[src/scp_pkg.sv]
// ============================================================================
// scp_pkg
// Shared types, character codes and helpers for the command line parser.
// ============================================================================
package scp_pkg;

  // Default buffer depth, register reset value and digit limit cap
  localparam int          LINE_DEPTH_DEF = 16;
  localparam logic [3:0]  MAX_DIGITS_RST = 4'd2;
  localparam logic [3:0]  MAX_LIMIT      = 4'd9;

  // Field widths
  localparam int NUM_W      = 30;
  localparam int NAME_IDX_W = 4;

  // Character codes
  localparam logic [7:0] CH_NUL  = 8'h00;
  localparam logic [7:0] CH_LF   = 8'h0A;
  localparam logic [7:0] CH_CR   = 8'h0D;
  localparam logic [7:0] CH_EQ   = 8'h3D;
  localparam logic [7:0] CH_AT   = 8'h40;
  localparam logic [7:0] CH_0    = 8'h30;
  localparam logic [7:0] CH_9    = 8'h39;
  localparam logic [7:0] CH_A    = 8'h41;
  localparam logic [7:0] CH_Z    = 8'h5A;

  // Result status codes
  typedef enum logic [1:0] {
    ST_WAIT     = 2'd0,
    ST_READY    = 2'd1,
    ST_BAD_CHAR = 2'd2,
    ST_TOO_LONG = 2'd3
  } status_t;

  // Controller states
  typedef enum logic [2:0] {
    S_IDLE,
    S_SCAN,
    S_NAME_RD,
    S_NAME_OUT,
    S_BAD_OUT
  } state_t;

  // Controls for the decimal accumulator
  typedef struct packed {
    logic       clear;
    logic       step;
    logic [3:0] digit;
  } acc_ctrl_t;

  function automatic logic is_digit(input logic [7:0] b);
    is_digit = (b >= CH_0) && (b <= CH_9);
  endfunction

  function automatic logic byte_allowed(input logic [7:0] b);
    byte_allowed = (b == CH_AT) || (b == CH_EQ) || (b == CH_NUL) ||
                   (b == CH_LF) || (b == CH_CR) || is_digit(b) ||
                   ((b >= CH_A) && (b <= CH_Z));
  endfunction

endpackage

[src/serial_command_line_parser.sv]
// ============================================================================
// serial_command_line_parser
// Collects "@NAME=NN" command lines byte by byte in a line RAM and, on LF,
// scans the line to check the frame, parse the value and emit the name.
// ============================================================================
// A stored, ignored or rejected byte yields its beat in the next cycle.
// An LF scans up to the n buffered bytes through the RAM read port, then
// emits one beat per name character (RAM read state, then load state), or
// one beat for a bad frame. Takes a byte per cycle while idle, output free.
// Reset clears the fill count, the controller and max_digits (to 2); the
// line RAM is not cleared, only entries written in the current line are read.
module serial_command_line_parser
  import scp_pkg::*;
#(
  parameter int LINE_DEPTH = LINE_DEPTH_DEF
) (
  input  logic                  clk,
  input  logic                  rst,
  // configuration
  input  logic                  cfg_write,
  input  logic [3:0]            cfg_data,
  // byte input
  input  logic                  in_valid,
  output logic                  in_stall,
  input  logic [7:0]            rx_byte,
  // result output
  output logic                  out_valid,
  input  logic                  out_stall,
  output logic [1:0]            status,
  output logic                  frame_ok,
  output logic                  value_ok,
  output logic [NUM_W-1:0]      number_value,
  output logic [7:0]            name_char,
  output logic [NAME_IDX_W-1:0] name_index,
  output logic                  last
);

  localparam int AW = $clog2(LINE_DEPTH);
  localparam int CW = $clog2(LINE_DEPTH + 1);
  localparam int XW = CW + NAME_IDX_W;

  state_t           state;
  state_t           state_next;
  logic [3:0]       max_digits;
  logic [CW-1:0]    fill_count;
  logic [CW-1:0]    scan_n;
  logic [CW-1:0]    rd_idx;
  logic [CW-1:0]    data_idx;
  logic             data_vld;
  logic             eq_found;
  logic [CW-1:0]    eq_pos;
  logic             vok;
  logic [3:0]       digits;
  logic [CW-1:0]    nm_idx;

  logic             out_free;
  logic             in_beat;
  logic             lf_beat;
  logic             buf_full;
  logic             out_load;
  status_t          status_next;
  logic             frame_ok_next;
  logic             value_ok_next;
  logic [NUM_W-1:0] number_next;
  logic [7:0]       name_char_next;
  logic [NAME_IDX_W-1:0] name_index_next;
  logic             last_next;

  logic             ram_we;
  logic [AW-1:0]    ram_raddr;
  logic [7:0]       ram_rdata;
  acc_ctrl_t        acc_ctrl;
  logic [NUM_W-1:0] acc;

  logic [3:0]       limit;
  logic             scan_bad;
  logic             scan_eq_hit;
  logic             scan_val_end;
  logic             scan_last_byte;
  logic             scan_end;
  logic             scan_good;
  logic             vok_clr;
  logic             name_last;
  logic [XW-1:0]    nm_off;

  // Handshake qualifiers
  assign out_free = !out_valid || !out_stall;
  assign in_beat  = in_valid && !in_stall;
  assign lf_beat  = in_beat && (rx_byte == CH_LF);
  assign buf_full = (fill_count >= CW'(LINE_DEPTH));
  assign limit    = (max_digits > MAX_LIMIT) ? MAX_LIMIT : max_digits;
  assign name_last = ((nm_idx + CW'(1)) == eq_pos);
  assign nm_off    = XW'(nm_idx) - XW'(1);

  // Line RAM
  scp_ram #(
    .WIDTH(8),
    .DEPTH(LINE_DEPTH)
  ) u_line_ram (
    .clk  (clk),
    .we   (ram_we),
    .waddr(fill_count[AW-1:0]),
    .wdata(rx_byte),
    .raddr(ram_raddr),
    .rdata(ram_rdata)
  );

  // Value accumulator
  scp_value u_value (
    .clk (clk),
    .ctrl(acc_ctrl),
    .acc (acc)
  );

  // Decode one scanned byte: frame checks and value digits
  always_comb begin
    scan_bad       = 1'b0;
    scan_eq_hit    = 1'b0;
    scan_val_end   = 1'b0;
    scan_last_byte = 1'b0;
    vok_clr        = 1'b0;
    acc_ctrl.clear = lf_beat;
    acc_ctrl.step  = 1'b0;
    acc_ctrl.digit = 4'(ram_rdata - CH_0);
    if (state == S_SCAN && data_vld) begin
      scan_last_byte = (data_idx == (scan_n - CW'(1)));
      if (data_idx == '0) begin
        if (ram_rdata != CH_AT) begin
          scan_bad = 1'b1;
        end
      end else if (!eq_found) begin
        if (ram_rdata == CH_NUL) begin
          scan_bad = 1'b1;
        end else if (ram_rdata == CH_EQ) begin
          if (data_idx == CW'(1)) begin
            scan_bad = 1'b1;
          end else begin
            scan_eq_hit = 1'b1;
          end
        end
      end else begin
        if (ram_rdata == CH_NUL) begin
          scan_val_end = 1'b1;
        end else if (vok) begin
          if (!is_digit(ram_rdata) || (digits >= limit)) begin
            vok_clr = 1'b1;
          end else begin
            acc_ctrl.step = 1'b1;
          end
        end
      end
    end
    scan_end  = scan_bad || scan_val_end || scan_last_byte;
    scan_good = !scan_bad && (eq_found || scan_eq_hit);
  end

  // Next state
  always_comb begin
    state_next = state;
    unique case (state)
      S_IDLE: begin
        if (lf_beat) begin
          state_next = (fill_count == '0) ? S_BAD_OUT : S_SCAN;
        end
      end
      S_SCAN: begin
        if (scan_end) begin
          state_next = scan_good ? S_NAME_RD : S_BAD_OUT;
        end
      end
      S_NAME_RD: begin
        state_next = S_NAME_OUT;
      end
      S_NAME_OUT: begin
        if (out_free) begin
          state_next = name_last ? S_IDLE : S_NAME_RD;
        end
      end
      S_BAD_OUT: begin
        if (out_free) begin
          state_next = S_IDLE;
        end
      end
      default: begin
        state_next = S_IDLE;
      end
    endcase
  end

  // Controller outputs: input stall, RAM access, result beat
  always_comb begin
    in_stall        = !(state == S_IDLE && out_free);
    ram_raddr       = (state == S_SCAN) ? rd_idx[AW-1:0] : nm_idx[AW-1:0];
    ram_we          = 1'b0;
    out_load        = 1'b0;
    status_next     = ST_WAIT;
    frame_ok_next   = 1'b0;
    value_ok_next   = 1'b0;
    number_next     = '0;
    name_char_next  = '0;
    name_index_next = '0;
    last_next       = 1'b1;
    unique case (state)
      S_IDLE: begin
        if (in_beat) begin
          if (!byte_allowed(rx_byte)) begin
            out_load    = 1'b1;
            status_next = ST_BAD_CHAR;
          end else if (rx_byte == CH_CR) begin
            out_load = 1'b1;
          end else if (rx_byte != CH_LF) begin
            out_load = 1'b1;
            if (buf_full) begin
              status_next = ST_TOO_LONG;
            end else begin
              ram_we = 1'b1;
            end
          end
        end
      end
      S_NAME_OUT: begin
        if (out_free) begin
          out_load        = 1'b1;
          status_next     = ST_READY;
          frame_ok_next   = 1'b1;
          value_ok_next   = vok;
          number_next     = vok ? acc : '0;
          name_char_next  = ram_rdata;
          name_index_next = nm_off[NAME_IDX_W-1:0];
          last_next       = name_last;
        end
      end
      S_BAD_OUT: begin
        if (out_free) begin
          out_load    = 1'b1;
          status_next = ST_READY;
        end
      end
      default: begin
        out_load = 1'b0;
      end
    endcase
  end

  // Control registers
  always_ff @(posedge clk) begin
    if (rst) begin
      state      <= S_IDLE;
      max_digits <= MAX_DIGITS_RST;
      fill_count <= '0;
      out_valid  <= 1'b0;
      data_vld   <= 1'b0;
    end else begin
      state <= state_next;
      if (cfg_write) begin
        max_digits <= cfg_data;
      end
      // advance on a stored byte, empty on a line end
      if (lf_beat) begin
        fill_count <= '0;
      end else if (ram_we) begin
        fill_count <= fill_count + CW'(1);
      end
      if (out_load) begin
        out_valid <= 1'b1;
      end else if (!out_stall) begin
        out_valid <= 1'b0;
      end
      data_vld <= (state == S_SCAN) && !scan_end && (rd_idx < scan_n);
    end
  end

  // Scan and name walk registers
  always_ff @(posedge clk) begin
    if (lf_beat) begin
      scan_n   <= fill_count;
      rd_idx   <= '0;
      eq_found <= 1'b0;
      vok      <= 1'b1;
      digits   <= '0;
    end else if (state == S_SCAN) begin
      if (rd_idx < scan_n) begin
        rd_idx <= rd_idx + CW'(1);
      end
      if (scan_eq_hit) begin
        eq_found <= 1'b1;
        eq_pos   <= data_idx;
      end
      if (vok_clr) begin
        vok <= 1'b0;
      end
      if (acc_ctrl.step) begin
        digits <= digits + 4'd1;
      end
    end
    data_idx <= rd_idx;
    // start the name walk after the separator-checked scan
    if (state == S_SCAN && scan_end) begin
      nm_idx <= CW'(1);
    end else if (state == S_NAME_OUT && out_load) begin
      nm_idx <= nm_idx + CW'(1);
    end
  end

  // Result register payload
  always_ff @(posedge clk) begin
    if (out_load) begin
      status       <= status_next;
      frame_ok     <= frame_ok_next;
      value_ok     <= value_ok_next;
      number_value <= number_next;
      name_char    <= name_char_next;
      name_index   <= name_index_next;
      last         <= last_next;
    end
  end

  // Fill count never passes the buffer depth
  a_fill_bound: assert property (@(posedge clk) disable iff (rst)
    fill_count <= CW'(LINE_DEPTH))
    else $error("fill count beyond line depth");

  // Name walk stays between the leading marker and the separator
  a_name_range: assert property (@(posedge clk) disable iff (rst)
    (state == S_NAME_RD) |-> (eq_found && nm_idx >= CW'(1) && nm_idx < eq_pos))
    else $error("name walk out of range");

  // A line end empties the buffer and leaves idle
  a_lf_clears: assert property (@(posedge clk) disable iff (rst)
    lf_beat |=> (fill_count == '0 && state != S_IDLE))
    else $error("line end did not start the scan");

endmodule

[src/scp_ram.sv]
// ============================================================================
// scp_ram
// Generic single-port-write, single-port-read RAM with registered read data.
// ============================================================================
module scp_ram #(
  parameter int WIDTH = 8,
  parameter int DEPTH = 16
) (
  input  logic                     clk,
  input  logic                     we,
  input  logic [$clog2(DEPTH)-1:0] waddr,
  input  logic [WIDTH-1:0]         wdata,
  input  logic [$clog2(DEPTH)-1:0] raddr,
  output logic [WIDTH-1:0]         rdata
);

  logic [WIDTH-1:0] mem [DEPTH];

  // Write port and registered read port
  always_ff @(posedge clk) begin
    if (we) begin
      mem[waddr] <= wdata;
    end
    rdata <= mem[raddr];
  end

endmodule

[src/scp_value.sv]
// ============================================================================
// scp_value
// Decimal value accumulator: one digit per step, times ten by shift and add.
// ============================================================================
module scp_value
  import scp_pkg::*;
(
  input  logic             clk,
  input  acc_ctrl_t        ctrl,
  output logic [NUM_W-1:0] acc
);

  logic [NUM_W-1:0] acc_next;

  // Clear on a new line, fold in one digit per step
  always_comb begin
    acc_next = acc;
    if (ctrl.clear) begin
      acc_next = '0;
    end else if (ctrl.step) begin
      acc_next = (acc << 3) + (acc << 1) + NUM_W'(ctrl.digit);
    end
  end

  always_ff @(posedge clk) begin
    acc <= acc_next;
  end

endmodule
[config.mk]
export PLATFORM = sky130hd
export DESIGN_NAME = serial_command_line_parser
export DESIGN_NICKNAME = d
export VERILOG_FILES = /design/src/scp_pkg.sv /design/src/serial_command_line_parser.sv /design/src/scp_ram.sv /design/src/scp_value.sv
export SDC_FILE = /design/constraint.sdc
export NUM_CORES = 1
export LEC_CHECK = 0
export BUFFER_PORTS_ARGS = -buffer_cell sky130_fd_sc_hd__buf_2
export CAP_MARGIN = 40
export CORE_AREA = 2 2 149 151
export CTS_CLUSTER_DIAMETER = 60
export DETAILED_ROUTE_END_ITERATION = 8
export DIE_AREA = 0 0 151 153
export HOLD_SLACK_MARGIN = 0.02
export PLACE_DENSITY = 0.74
export SYNTH_ARGS = -nofsm -noshare
export SYNTH_HDL_FRONTEND = slang
export SYNTH_SLANG_ARGS = --single-unit
[constraint.sdc]
create_clock -name clk -period 4.9 [get_ports clk]
set_clock_uncertainty 0.15 [all_clocks]
set_input_delay 0.245 -clock clk [delete_from_list [all_inputs] [get_ports clk]]
set_output_delay 0.245 -clock clk [all_outputs]
set_load 0.05 [all_outputs]
==> reports/summary.md <==
Main combinational cell family by area after synthesis: simple AND/OR/NAND/NOR gates. The average routed wire per standard cell is 19.0 µm, and the ratio of cells with drive above 1 in the final layout is 16.4%. Of the total power, the share spent switching nets is 23.7%. The max-slew violation total from the final report is 0.

After synthesis, the largest area contributor takes up 46.0% of total cell area. The tools report the later-pin clock latency in the skew report as 540 ps. The register bit count reported by yosys was 258.

The synthesized netlist devotes 9.09% of its cell area to compound gates. At the worst endpoint, the required time is 5170 ps. Counting distinct cell types in the post-synthesis netlist gives 66. The cell count after synthesis came out at 957. In this run the cell area measured after placement is 0.0128 mm². The critical path is of the flop to flop type. Setup repair after global routing left no endpoint under its margin. The synthesized netlist devotes 2.76% of its cell area to XOR and XNOR gates. TritonCTS built the clock tree. For this block, the via count after detailed routing is 7891. The clock edge transition at the registers on the reported setup and hold paths was 60 ps. IR analysis of the VDD net gives a maximum drop of 0.000322 V. Buffering stage count on the worst path with inverters included: 1. Combinational power share: 11.0%. Among cell families on the critical path, the largest total delay comes from simple AND/OR/NAND/NOR gates. Of all cell types, the one taking the most synthesized area is sky130_fd_sc_hd__edfxtp_1. In this run the horizontal extent of the chip is 151 µm.

By area the synthesized netlist is led by sky130_fd_sc_hd__edfxtp_1 46%, sky130_fd_sc_hd__dfxtp_1 12%, sky130_fd_sc_hd__ha_1 7.4%, sky130_fd_sc_hd__mux4_2 6.0%, sky130_fd_sc_hd__a21oi_1 2.8%. For this configuration, the core starts out at a cell density of 56.2%. For the pin with the worst max-slew slack, the measured transition is 902 ps. In this run the worst path has a maximum fanout of 25. The internal power of the cells came out at 3.93 mW. The run gives 39.6% as the tightest slew margin relative to the limit. Summed over all nets, the half-perimeter wirelength after detailed placement is 17700 µm. Of the synthesized area, sequential elements account for 58.1%.

The power dissipated by switching net loads was 1.22 mW; the number of buffers added by the clock tree synthesis step was 28. The number of placed I/O pins is 66, and the share of flip-flops with an asynchronous set or reset after synthesis is 0%. Per report_power, the sequential group accounts for 47.2% of the total. The clock period minus final worst setup slack is 3550 ps, and the area taken by flip-flops and latches is 0.00702 mm². Of the post-synthesis cell area, the part taken by muxes is 7.30%.

The mean instance size in the synthesized netlist works out to 12.6 µm². Walking the worst path, the cells encountered are o21ai_0 > nand2b_1 > ha_1 > nand2b_1 > a21o_1 > a21o_1 > a2111oi_1 > and3_1 > buf_4 > nand2_1 > mux2i_1 > nor2_1. Max-cap violations in this run came to 0. The number of filler instances in the final layout was 1618; the number of nets with antenna violations after detailed routing was 0. Of the total synthesized cell area, the portion taken by full adders, half adders and majority gates is 7.69%. Leaving out fill and tap cells, the most frequent cell in the layout is sky130_fd_sc_hd__edfxtp_1.

The number of nets in the synthesized netlist is 1047. The DRC violations left is 0. Data arrives at the worst endpoint at 3820 ps. The tools report the total negative setup slack as 0 ps. The floorplan step defined a die boundary enclosing 0.0231 mm².

The first global-routing pass estimated 41600 µm of wire. The clock share of power came out at 41.8%. Dividing total power by cell area gives a power density of 369 mW/mm². Setup violations remaining at the end of the flow were counted as 0. The reported leakage power is 5.43 nW, and the DRC marker count from the first detailed-route iteration is 691. The flow ran to the end, and the final reports show no timing, DRC or antenna violations.

Post-CTS timing repair inserted 0 buffers for setup. In the synthesized netlist the dominant register cell turns out to be sky130_fd_sc_hd__edfxtp_1. The first-pass iteration count of the detailed router was 5; the maximum cell stage delay along the critical path was 820 ps. In the layout the commonest cells are 185 x sky130_fd_sc_hd__edfxtp_1, 82 x sky130_fd_sc_hd__nand2_1, 73 x sky130_fd_sc_hd__dfxtp_1. Relative to the synthesized area, the layout overhead comes to 15.7%. The run gives 1 as the number of H-tree levels. The core region is 0.0215 mm².

The run gives 0.00482 mm² as the multi-input combinational cell area. The achievable frequency was 282 MHz; the total wire length was 25800 µm. The pin count of the biggest net entering global routing is 44.

Dividing the detail-routed via count by the number of cells gives 5.80. The tightest min-delay check is of the input pin to flop type. The remaining global-route overflow is 0. The number of antenna diodes in the final layout is 0. The clock tree buffer depth is 3.

The element type at the critical path start is a flop. The cell sitting at the root of the clock tree is a sky130_fd_sc_hd__clkbuf_16. The initial antenna violation count came out at 0.

STA classifies the critical path endpoint as a flop. The fraction of the mapped netlist area in simple logic gates is 12.9%. The slowest stage of the critical path belongs to the cell sky130_fd_sc_hd__and3_1.

The tools report the placement row count as 54. Number of global-route vias before repair: 7785. Port buffering added 65 buffers.

Routability-driven placement finished with a final weighted congestion of 0.828. The total global routing track utilization is 22.9%. The tools report the TritonCTS sink count as 258. Yosys mapped a number of flops with a built-in enable equal to 185. After routing the design area is 0.0140 mm². The height of the die was 153 µm; the number of nets in the layout was 1151. During synthesis, Yosys emitted a total of 0 warnings.

After layout, the worst path uses 72.5% of the clock period. The synthesized netlist occupies a cell area of 0.0121 mm². The tools report the count of endpoints failing hold in the final timing report as 0.
-- cell type report --
type / instances / area share, %
Sequential cell: 258 / 50.2
Multi-Input combinational cell: 641 / 34.5
Clock buffer: 36 / 5.53
Timing Repair Buffer: 111 / 5.28
Tap cell: 280 / 2.51
Clock inverter: 14 / 1.35
Inverter: 21 / 0.564
-- final timing paths --
check                start         endpoint  depth (start not counted)  slack [ps]
max          max_digits[1]  u_value.acc[21]                         12        1350
min               in_valid        status[1]                          3         140
max reg2reg  max_digits[1]  u_value.acc[21]                         12        1350
min reg2reg      rd_idx[4]      data_idx[4]                          0         240
-- what timing repair did --
action                                 CTS  global route
gates resized for setup                  0             0
endpoints found under the hold margin  140             0
hold buffers                            22             0
-- power groups by stage --
stage / clock network (mW) / registers [mW] / logic, mW
2_1_floorplan: 0 / 2.54 / 0.357
3_3_place_gp: 0 / 2.48 / 0.536
4_1_cts: 2.19 / 2.44 / 0.562
5_1_grt: 2.28 / 2.44 / 0.634
6_report: 2.15 / 2.44 / 0.565
3_5_place_dp: 0 / 2.48 / 0.543
-- cells by family (layout without fill, tap and decap cells) --
kind of cell               after synthesis  in the layout
and+or+nand+nor                        305            305
muxes                                   48             48
xor gates and xnor gates                38             38
adders and majority gates               73             73
DFF                                    258            258
buffers and inverters                   58            182
AOI/OAI and AO/OA                      177            177
-- routing by layer --
layer | track usage [%] | routed length [µm] | part of all wire [%] | up-vias
met3 | 3.19 | 1590 | 6.1 | 49
met1 | 32.2 | 11300 | 44 | 3789
li1 | - | - | - | 3799
met4 | 5.74 | 604 | 2.3 | 0
met2 | 37.9 | 12400 | 48 | 254
met5 | 0 | 0 | 0 | -
-- flip-flops by register name, indices dropped and copies added (netlist names), 3 cells and up --
name,cells
number_value,30
u_line_ram.mem,128
fill_count,5
name_char,8
scan_n,5
data_idx,5
max_digits,4
state,3
digits,4
u_value.acc,30
nm_idx,5
rd_idx,5
name_index,4
eq_pos,5
u_line_ram.rdata,8
-- through the flow --
step	util, %	worst slack, ps	instances	power (mW)	hold slack (ps)
floorplan	-	1190	957	2.89	194
global placement	59.1	1370	1278	3.02	233
detailed placement	59.5	1360	1289	3.03	228
CTS	65.0	1310	1361	5.19	106
global route	65.0	971	1361	5.36	146
finish	65.0	1350	1361	5.16	142
-- worst register-to-register path, cell delays in order (launching register included) --
cell	delay (ps)
sky130_fd_sc_hd__dfxtp_1	320
sky130_fd_sc_hd__o21ai_0	170
sky130_fd_sc_hd__nand2b_1	80
sky130_fd_sc_hd__ha_1	260
sky130_fd_sc_hd__nand2b_1	140
sky130_fd_sc_hd__a21o_1	170
sky130_fd_sc_hd__a21o_1	160
sky130_fd_sc_hd__a2111oi_1	550
sky130_fd_sc_hd__and3_1	820
sky130_fd_sc_hd__buf_4	330
sky130_fd_sc_hd__nand2_1	70
sky130_fd_sc_hd__mux2i_1	160
sky130_fd_sc_hd__nor2_1	60
-- cells in the mapped netlist, types with 18 or more instances --
cell,number
sky130_fd_sc_hd__nand2_1,82
sky130_fd_sc_hd__xor2_1,19
sky130_fd_sc_hd__dfxtp_1,73
sky130_fd_sc_hd__o21ai_0,34
sky130_fd_sc_hd__nor3_1,25
sky130_fd_sc_hd__inv_1,21
sky130_fd_sc_hd__ha_1,71
sky130_fd_sc_hd__edfxtp_1,185
sky130_fd_sc_hd__nor2_1,63
sky130_fd_sc_hd__a21oi_1,67
sky130_fd_sc_hd__mux4_2,32
sky130_fd_sc_hd__xnor2_1,19
sky130_fd_sc_hd__a21o_1,18
sky130_fd_sc_hd__clkbuf_1,20
sky130_fd_sc_hd__and3_1,39
Power figures use the tool's default switching activity.
